===== src/sv/bmt_pkg.sv =====
// shared types and constants for the breakpoint match table
`timescale 1ns / 1ps
package bmt_pkg;

  localparam int MAX_ENTRIES_DEF = 16;

  // opcodes
  localparam logic [2:0] OP_ADD     = 3'd0;
  localparam logic [2:0] OP_REMOVE  = 3'd1;
  localparam logic [2:0] OP_ENABLE  = 3'd2;
  localparam logic [2:0] OP_DISABLE = 3'd3;
  localparam logic [2:0] OP_SETHIT  = 3'd4;
  localparam logic [2:0] OP_MKCOND  = 3'd5;
  localparam logic [2:0] OP_CHECK   = 3'd6;
  localparam logic [2:0] OP_CLEAR   = 3'd7;

  // status codes
  localparam logic [1:0] ST_OK       = 2'd0;
  localparam logic [1:0] ST_NOTFOUND = 2'd1;
  localparam logic [1:0] ST_FULL     = 2'd2;

  // kinds
  localparam logic [1:0] KIND_LINE = 2'd0;
  localparam logic [1:0] KIND_COND = 2'd1;
  localparam logic [1:0] KIND_HIT  = 2'd2;
  localparam logic [1:0] KIND_LOG  = 2'd3;

  // count modes
  localparam logic [1:0] MODE_EQ  = 2'd0;
  localparam logic [1:0] MODE_GE  = 2'd1;
  localparam logic [1:0] MODE_MUL = 2'd2;

  // one slot's record as held in the entry memory
  typedef struct packed {
    logic [15:0] id;
    logic [31:0] offset;
    logic [1:0]  kind;
    logic        enabled;
    logic [30:0] target;
    logic [1:0]  mode;
    logic [31:0] hits;
  } slot_t;

  // divider request and answer
  typedef struct packed {
    logic        start;
    logic [31:0] dividend;
    logic [30:0] divisor;
  } div_req_t;

  typedef struct packed {
    logic done;
    logic zero_rem;
  } div_rsp_t;

endpackage


===== src/sv/breakpoint_match_table.sv =====
// top level of the breakpoint match table
//
//  channel  ports                         handshake
//  request  in_* fields                   start high, busy low
//  result   out_* fields                  out_valid strobe, one cycle
//
// add writes its slot in an exec step and then strobes; clear-all goes straight to
// the done step. remove, enable, disable, set, make-conditional and check sweep the slot
// memory one entry a cycle until a match, then run the exec step; a
// multiple-mode check also waits for the remainder unit
// synchronous reset empties the table (valid bits) and restarts ids at 1.
// the receiver cannot stall; busy stays high until the result strobe.
`timescale 1ns / 1ps
module breakpoint_match_table
  import bmt_pkg::*;
#(
  parameter int MAX_ENTRIES = MAX_ENTRIES_DEF
) (
  input  logic        clk,
  input  logic        rst_n,
  input  logic        start,
  output logic        busy,
  input  logic [2:0]  in_opcode,
  input  logic [15:0] in_entry_ref,
  input  logic [31:0] in_code_offset,
  input  logic [1:0]  in_bp_kind,
  input  logic [30:0] in_target_hits,
  input  logic [1:0]  in_count_mode,
  input  logic        in_condition_met,
  output logic        out_valid,
  output logic [1:0]  out_status,
  output logic [15:0] out_result_ref,
  output logic        out_matched,
  output logic        out_break_now,
  output logic        out_is_log,
  output logic [31:0] out_hits_now
);

  localparam int IW = (MAX_ENTRIES > 1) ? $clog2(MAX_ENTRIES) : 1;
  localparam int CW = $clog2(MAX_ENTRIES + 1);

  typedef enum logic [5:0] {
    S_IDLE  = 6'b000001,
    S_SCAN  = 6'b000010,
    S_EXEC  = 6'b000100,
    S_DIV   = 6'b001000,
    S_WB    = 6'b010000,
    S_DONE  = 6'b100000
  } state_t;

  state_t state_r, state_nxt;

  // slot memory, registered read
  slot_t mem [MAX_ENTRIES];
  slot_t rd_r;
  logic [IW-1:0] rd_addr;
  logic          wr_en;
  logic [IW-1:0] wr_addr;
  slot_t         wr_data;

  logic [MAX_ENTRIES-1:0] valid_r, valid_nxt;
  logic [CW-1:0] live_r, live_nxt;
  logic [15:0]   idc_r, idc_nxt;

  // latched request
  logic [2:0]  op_r;
  logic [15:0] ref_r;
  logic [31:0] offs_r;
  logic [1:0]  kind_r, mode_r;
  logic [30:0] tgt_r;
  logic        cond_r;

  logic [CW-1:0] idx_r, idx_nxt;
  logic          rdv_r, rdv_nxt;      // rd_r holds slot at pidx_r
  logic [IW-1:0] pidx_r, pidx_nxt;
  slot_t         hit_r, hit_nxt;
  logic [IW-1:0] hidx_r, hidx_nxt;

  logic        ov_r, ov_nxt;
  logic [1:0]  st_r, st_nxt;
  logic [15:0] rr_r, rr_nxt;
  logic        m_r, m_nxt, b_r, b_nxt, l_r, l_nxt;
  logic [31:0] h_r, h_nxt;

  div_req_t dreq;
  div_rsp_t drsp;

  logic [IW-1:0] free_idx;
  logic          free_ok;
  logic          hit_found;
  logic [31:0]   newhits;

  bmt_div u_div (.clk(clk), .rst_n(rst_n), .req(dreq), .rsp(drsp));

  always_ff @(posedge clk) begin
    if (wr_en) mem[wr_addr] <= wr_data;
    rd_r <= mem[rd_addr];
  end

  // first free slot, priority over the valid bits
  always_comb begin
    free_idx = '0;
    free_ok  = 1'b0;
    for (int i = MAX_ENTRIES - 1; i >= 0; i--) begin
      if (!valid_r[i]) begin
        free_idx = IW'(i);
        free_ok  = 1'b1;
      end
    end
  end

  assign hit_found = (op_r == OP_CHECK) ?
                     (rd_r.enabled && rd_r.offset == offs_r) :
                     (rd_r.id == ref_r);
  assign newhits = (hit_r.hits == 32'hFFFF_FFFF) ? hit_r.hits : hit_r.hits + 32'd1;

  always_comb begin
    state_nxt = state_r;
    valid_nxt = valid_r;
    live_nxt  = live_r;
    idc_nxt   = idc_r;
    idx_nxt   = idx_r;
    rdv_nxt   = 1'b0;
    pidx_nxt  = idx_r[IW-1:0];
    hit_nxt   = hit_r;
    hidx_nxt  = hidx_r;
    rd_addr   = idx_r[IW-1:0];
    wr_en     = 1'b0;
    wr_addr   = hidx_r;
    wr_data   = hit_r;
    ov_nxt    = 1'b0;
    st_nxt    = st_r;
    rr_nxt    = rr_r;
    m_nxt     = m_r;
    b_nxt     = b_r;
    l_nxt     = l_r;
    h_nxt     = h_r;
    dreq.start    = 1'b0;
    dreq.dividend = newhits;
    dreq.divisor  = hit_r.target;
    unique case (state_r)
      S_IDLE: begin
        idx_nxt = '0;
        if (start) begin
          st_nxt = ST_OK; rr_nxt = '0; m_nxt = 1'b0; b_nxt = 1'b0;
          l_nxt = 1'b0; h_nxt = '0;
          unique case (in_opcode)
            OP_CLEAR: state_nxt = S_DONE;
            OP_ADD:   state_nxt = S_EXEC;
            default:  state_nxt = S_SCAN;
          endcase
        end
      end
      // sweep entries; a read issued this cycle is checked next cycle
      S_SCAN: begin
        if (rdv_r && valid_r[pidx_r] && hit_found &&
            !(op_r != OP_CHECK && ref_r == 16'd0)) begin
          hit_nxt   = rd_r;
          hidx_nxt  = pidx_r;
          state_nxt = S_EXEC;
        end else if (idx_r == CW'(MAX_ENTRIES)) begin
          if (!rdv_r) begin
            st_nxt    = (op_r == OP_CHECK) ? ST_OK : ST_NOTFOUND;
            state_nxt = S_DONE;
          end
        end else begin
          rdv_nxt = 1'b1;
          idx_nxt = idx_r + CW'(1);
        end
      end
      S_EXEC: begin
        unique case (op_r)
          OP_ADD: begin
            if (live_r < CW'(MAX_ENTRIES) && idc_r != 16'd0 && free_ok) begin
              wr_en   = 1'b1;
              wr_addr = free_idx;
              wr_data.id      = idc_r;
              wr_data.offset  = offs_r;
              wr_data.kind    = kind_r;
              wr_data.enabled = 1'b1;
              wr_data.target  = (kind_r == KIND_HIT) ? tgt_r : '0;
              wr_data.mode    = (kind_r == KIND_HIT) ? mode_r : '0;
              wr_data.hits    = '0;
              valid_nxt[free_idx] = 1'b1;
              live_nxt = live_r + CW'(1);
              rr_nxt   = idc_r;
              idc_nxt  = idc_r + 16'd1;
            end else begin
              st_nxt = ST_FULL;
            end
            state_nxt = S_DONE;
          end
          OP_REMOVE: begin
            valid_nxt[hidx_r] = 1'b0;
            live_nxt  = live_r - CW'(1);
            state_nxt = S_DONE;
          end
          OP_ENABLE, OP_DISABLE: begin
            wr_en = 1'b1;
            wr_data.enabled = (op_r == OP_ENABLE);
            state_nxt = S_DONE;
          end
          OP_SETHIT: begin
            wr_en = 1'b1;
            wr_data.kind   = KIND_HIT;
            wr_data.target = tgt_r;
            wr_data.mode   = mode_r;
            state_nxt = S_DONE;
          end
          OP_MKCOND: begin
            wr_en = 1'b1;
            wr_data.kind = KIND_COND;
            state_nxt = S_DONE;
          end
          default: begin
            // check: count the hit and decide
            wr_en = 1'b1;
            wr_data.hits = newhits;
            hit_nxt.hits = newhits;
            m_nxt  = 1'b1;
            rr_nxt = hit_r.id;
            h_nxt  = newhits;
            l_nxt  = (hit_r.kind == KIND_LOG);
            state_nxt = S_DONE;
            case (hit_r.kind)
              KIND_LINE: b_nxt = 1'b1;
              KIND_COND: b_nxt = cond_r;
              KIND_HIT: begin
                case (hit_r.mode)
                  MODE_EQ: b_nxt = (newhits == {1'b0, hit_r.target});
                  MODE_GE: b_nxt = (newhits >= {1'b0, hit_r.target});
                  MODE_MUL: begin
                    if (hit_r.target != 31'd0) begin
                      dreq.start = 1'b1;
                      state_nxt  = S_DIV;
                    end
                  end
                  default: b_nxt = 1'b0;
                endcase
              end
              default: b_nxt = 1'b0;
            endcase
          end
        endcase
      end
      S_DIV: begin
        if (drsp.done) begin
          b_nxt     = drsp.zero_rem;
          state_nxt = S_DONE;
        end
      end
      S_WB: state_nxt = S_DONE;
      S_DONE: begin
        if (op_r == OP_CLEAR) begin
          valid_nxt = '0;
          live_nxt  = '0;
        end
        ov_nxt    = 1'b1;
        state_nxt = S_IDLE;
      end
      default: state_nxt = S_IDLE;
    endcase
  end

  always_ff @(posedge clk) begin
    if (!rst_n) begin
      state_r <= S_IDLE;
      valid_r <= '0;
      live_r  <= '0;
      idc_r   <= 16'd1;
      ov_r    <= 1'b0;
      rdv_r   <= 1'b0;
    end else begin
      state_r <= state_nxt;
      valid_r <= valid_nxt;
      live_r  <= live_nxt;
      idc_r   <= idc_nxt;
      ov_r    <= ov_nxt;
      rdv_r   <= rdv_nxt;
    end
    if (state_r == S_IDLE && start) begin
      op_r <= in_opcode; ref_r <= in_entry_ref; offs_r <= in_code_offset;
      kind_r <= in_bp_kind; tgt_r <= in_target_hits; mode_r <= in_count_mode;
      cond_r <= in_condition_met;
    end
    idx_r  <= idx_nxt;
    pidx_r <= pidx_nxt;
    hit_r  <= hit_nxt;
    hidx_r <= hidx_nxt;
    st_r <= st_nxt; rr_r <= rr_nxt; m_r <= m_nxt;
    b_r <= b_nxt; l_r <= l_nxt; h_r <= h_nxt;
  end

  assign busy           = (state_r != S_IDLE);
  assign out_valid      = ov_r;
  assign out_status     = st_r;
  assign out_result_ref = rr_r;
  assign out_matched    = m_r;
  assign out_break_now  = b_r;
  assign out_is_log     = l_r;
  assign out_hits_now   = h_r;

endmodule


===== src/sv/bmt_div.sv =====
// bit-serial remainder unit: tells whether dividend mod divisor is zero
`timescale 1ns / 1ps
module bmt_div
  import bmt_pkg::*;
(
  input  logic     clk,
  input  logic     rst_n,
  input  div_req_t req,
  output div_rsp_t rsp
);

  logic [31:0] quo_r, quo_nxt;
  logic [31:0] rem_r, rem_nxt;
  logic [30:0] dvs_r, dvs_nxt;
  logic [5:0]  cnt_r, cnt_nxt;
  logic        run_r, run_nxt;
  logic        done_r, done_nxt;
  logic [32:0] trial;

  // one restoring step per cycle
  always_comb begin
    quo_nxt  = quo_r;
    rem_nxt  = rem_r;
    dvs_nxt  = dvs_r;
    cnt_nxt  = cnt_r;
    run_nxt  = run_r;
    done_nxt = 1'b0;
    trial    = {rem_r, quo_r[31]} - {2'b0, dvs_r};
    if (req.start) begin
      quo_nxt = req.dividend;
      rem_nxt = '0;
      dvs_nxt = req.divisor;
      cnt_nxt = 6'd32;
      run_nxt = 1'b1;
    end else if (run_r) begin
      quo_nxt = {quo_r[30:0], 1'b0};
      if (!trial[32]) rem_nxt = trial[31:0];
      else            rem_nxt = {rem_r[30:0], quo_r[31]};
      cnt_nxt = cnt_r - 6'd1;
      if (cnt_r == 6'd1) begin
        run_nxt  = 1'b0;
        done_nxt = 1'b1;
      end
    end
  end

  always_ff @(posedge clk) begin
    if (!rst_n) begin
      run_r  <= 1'b0;
      done_r <= 1'b0;
      cnt_r  <= '0;
    end else begin
      run_r  <= run_nxt;
      done_r <= done_nxt;
      cnt_r  <= cnt_nxt;
    end
    quo_r <= quo_nxt;
    rem_r <= rem_nxt;
    dvs_r <= dvs_nxt;
  end

  assign rsp.done     = done_r;
  assign rsp.zero_rem = (rem_r == 32'd0);

endmodule


===== config.mk =====
export PLATFORM = sky130hd
export DESIGN_NAME = breakpoint_match_table
export DESIGN_NICKNAME = d
export VERILOG_FILES = /design/src/sv/bmt_pkg.sv /design/src/sv/breakpoint_match_table.sv /design/src/sv/bmt_div.sv
export SDC_FILE = /design/constraint.sdc
export NUM_CORES = 2
export LEC_CHECK = 0
export ABC_AREA = 0
export BUFFER_PORTS_ARGS = -buffer_cell sky130_fd_sc_hd__buf_2
export CAP_MARGIN = 5
export CORE_UTILIZATION = 55
export CTS_CLUSTER_DIAMETER = 80
export DETAILED_ROUTE_END_ITERATION = 8
export GPL_TIMING_DRIVEN = 0
export PLACE_DENSITY = 0.71
export SYNTH_ARGS = -nofsm -noshare
export SYNTH_HDL_FRONTEND = slang
export SYNTH_SLANG_ARGS = --single-unit
export TNS_END_PERCENT = 10

===== constraint.sdc =====
create_clock -name clk -period 21.8 [get_ports clk]
set_clock_uncertainty 0.05 [all_clocks]
set_input_delay 0 -clock clk [delete_from_list [all_inputs] [get_ports clk]]
set_output_delay 0 -clock clk [all_outputs]
set_load 0.005 [all_outputs]

==> impl_results.md <==
* Final WL at 246.3 mm
* Most frequent cells in the layout: 2184 x edfxtp_1, 585 x mux4_2, 313 x nand2_1
* Hold_buf cts at between 150 and 200
* Worst R2R Setup Slack at around 16000 ps
* Synth Area in Compound Gates at 3.063%
* Clock Tree Buf Depth at 3
* Largest family of logic cells by synthesized area: multiplexers
* Min cycle time layout at approximately 5500 ps
* Mux share of post-synthesis cell area at between 10% and 20%
* Most common cell after layout, fill and taps aside: edfxtp_1
* Grt ovf at 0
* Peak VDD IR at around 0.085 mV
* Area grow syn2layout at 16.64%
* Largest net degree at the start of global routing at 54
* Antenna fix cells at 0
* Top_reg_cell synth: edfxtp_1
* Wire length per cell at approximately 32 µm
* Final Cycle Share at 25.42%
* Startpoint class of the critical path: flip-flop
* Slew margin rel. at under 10%
* Worst hold slack at 158.5 ps
* Height of the die at approximately 410 µm
* Routed vias/inst at between 6 and 7
* Synth Area in Adders at approximately 1.0%
* Largest area contributor in the netlist: edfxtp_1
* Leakage power at approximately 0.035 µW
* # nets final at about 5600
* Setup TNS at 0 ps
* Number of synthesized flops with an enable pin at approximately 2200
* Site row count at 150
* Num CTS Buffers at roughly 230
* Psw at 2907 µW
* Comb power frac at 17.8%
* Hold Crit Start: in_opcode[0]
* Peak Freq at roughly 180 MHz
* Arrival time at the worst endpoint at roughly 6000 ps
* DRC errors left at 0
* Post-synth cell types at just under 80
* Total internal power at around 8300 µW
* Syn Area/Cell at just under 20 µm²
* Post-CTS Setup Inserts at 0
* Min-Delay Endpoint: state_r[1]
* Share of total power in the clock network at about a third
* Initial antenna violation count at 8
* Max-cap violation count at 0
* Final slew viol count at 0
* Tot GR Track Use at slightly below 30%
* RSZ-0062 raised after global routing: no
* Synth Area in XOR/XNOR at around 1.2%
* Sequential group share of total power at a little under half
* Pwr Density at slightly above 100 nW/µm²
* Port-buffer cells at around 140
* Global-route wire length before repair at 352.0 mm
* Post-synthesis cell count at around 4700
* Setup ws final at 16260 ps
* CTS tree: yes
* DP HPWL at 156.8 mm
* WHS Path Cells at 5
* Worst Reg-to-Reg Cells at 13
* Post-Syn Nets at a little under 5000
* Layout cell share with drive strength beyond 1 at around 22%
* Slew @ Worst Pin at between 1000 and 1500 ps
* Post-synth ARST share at 0%
* Ys Warns at 0
* Critical path type: flip-flop to flip-flop
* Clock transition at path regs at around 60 ps
* Multi-input logic area at 22030 µm²
* Critical R2R Capture: mem[3][81]
* Worst slack, placed at ~16000 ps
* DR vias at just over 50000
* Fillers at around 11000
* Yosys top cell area share at 70.70%
* FF+latch count, synth at 2388
* Area contributors post-synth: edfxtp_1 71%, mux4_2 14%, dfxtp_1 4.4%
* Worst-Skew Late Latency at 870 ps
* Area of the core at between 150000 and 200000 µm²
* CTS resizes at 0
* H-tree depth at 4
* Worst path required time at between 20000 and 25000 ps
* Full die area at roughly 170000 µm²
* Simple-gate share of the synthesized area at about 3.7%
* # clock sinks at 2388
* Chip width at just over 400 µm
* R2r startpoint: idc_r[1]
* Final hold violation count at 0
* Initial drt markers at 7099
* Ports at between 100 and 150
* Critical Path Fanout Max at 19
* Worst hold path type: primary input to flip-flop
* Sw Share at 25.84%
* Crit. End Element: flip-flop
* Vias in the first global route at 49480
* ANT nets after route at 0
* Mapped cell area at about 93000 µm²
* Register area at roughly 70000 µm²
* Pre-antenna DRT Iters at 6
* Initial core utilization at a little under three fifths
* Final setup viols at 0
* GP Congestion at approximately 0.94
* Register area share after synthesis at between 70% and 80%
* Clk root buf: clkbuf_16
* Layout Utilization at roughly two thirds
* Outcome: finished clean
==> through the flow <==
stage | total power, µW | instances | instance area (µm²)
after floorplan | 6698 | 4730 | 92760
after global placement | 7359 | 7077 | 96230
after detailed placement | 7414 | 7211 | 99040
after CTS | 11280 | 7814 | 108100
after global routing | 11560 | 7819 | 108200
final | 11250 | 7819 | 108200
==> metal layers <==
layer | routed length, µm | up-vias | global-route usage (%) | share of wire [%]
met2 | 117900 | 2943 | 46.22 | 48
li1 | - | 20570 | - | -
met5 | 40 | - | 0 | 0.016
met4 | 8587 | 6 | 10.02 | 3.5
met3 | 24820 | 482 | 5.382 | 10
met1 | 94960 | 26320 | 41.46 | 39
==> worst max path at each step <==
| stage | end | start |
|---|---|---|
| global route | mem[3][80] | idc_r[0] |
| floorplan | mem[5][0] | idc_r[0] |
| CTS | mem[3][81] | idc_r[0] |
| global placement | mem[14][50] | idc_r[0] |
| detailed placement | mem[3][81] | idc_r[0] |
| finish | mem[3][81] | idc_r[1] |
==> final cells by class <==
class	count	area share, %
multi-input cells	2002	20.36
plain buffers	219	0.7875
inverters	121	0.4209
well taps	2204	2.549
clock inverters	107	0.8696
repair buffers	458	4.733
flip-flops and latches	2388	64.39
clock buffers	320	5.891
==> worst max-delay path, cell delays in order, from the launching register on <==
cell and delay (ps):
dfxtp_1 450, inv_1 110, ha_1 200, nor4b_1 140
and4_1 260, a211o_1 420, nor3_1 680, clkbuf_1 810
nand2_1 240, o21a_1 390, nor2_4 730, buf_12 270
buf_16 200, buf_12 220
==> registers in the layout, indices dropped and copies added (netlist names), 5 cells and up <==
name            cells
idc_r              16
u_div.cnt_r         6
offs_r             32
mem              1856
live_r              5
out_result_ref     16
rd_r              116
state_r             5
tgt_r              31
u_div.quo_r        32
dreq               31
u_div.dvs_r        31
hit_r              85
u_div.rem_r        32
out_hits_now       32
idx_r               5
ref_r              16
valid_r            16
==> cell families (layout without fill, tap and decap cells) <==
kind of cell | Yosys count | count (layout)
AND/OR/NAND/NOR | 738 | 738
adder cells (fa/ha/maj) | 74 | 74
multiplexers | 609 | 609
buffers and inverters | 340 | 1225
flip-flops | 2388 | 2388
AO/OA/AOI/OAI | 454 | 454
XOR/XNOR | 127 | 127
==> power groups by stage <==
stage	Sequential [µW]	Clock, µW	Combinational [µW]
final	5370	3880	2000
after global routing	5370	4080	2110
after CTS	5360	3910	2010
after detailed placement	5450	0	1960
after global placement	5460	0	1900
after floorplan	5380	0	1320
==> synth_stat cells, types with 4 or more instances <==
cell,instances
and3_1,22
nand3_1,42
edfxtp_1,2184
nor2b_1,16
a21boi_0,9
nand3b_1,6
mux4_2,585
o211ai_1,16
nor3b_1,6
a21o_1,45
nand2_1,313
o21ai_0,146
o31ai_1,16
o21a_1,7
nor3_1,28
a311oi_1,4
nor2_1,151
a41oi_1,4
ha_1,72
inv_1,119
a31oi_1,18
or4_1,4
mux2i_1,24
or3_1,10
or2_2,6
dfxtp_1,204
clkbuf_1,160
and4_1,8
and2_1,19
a21oi_1,108
buf_1,53
xnor2_1,73
nor4_1,38
a211oi_1,11
nand2b_1,13
nand4_1,39
a211o_1,4
xor2_1,53
a22o_1,33
No activity file was read; power rests on OpenSTA's default activity.
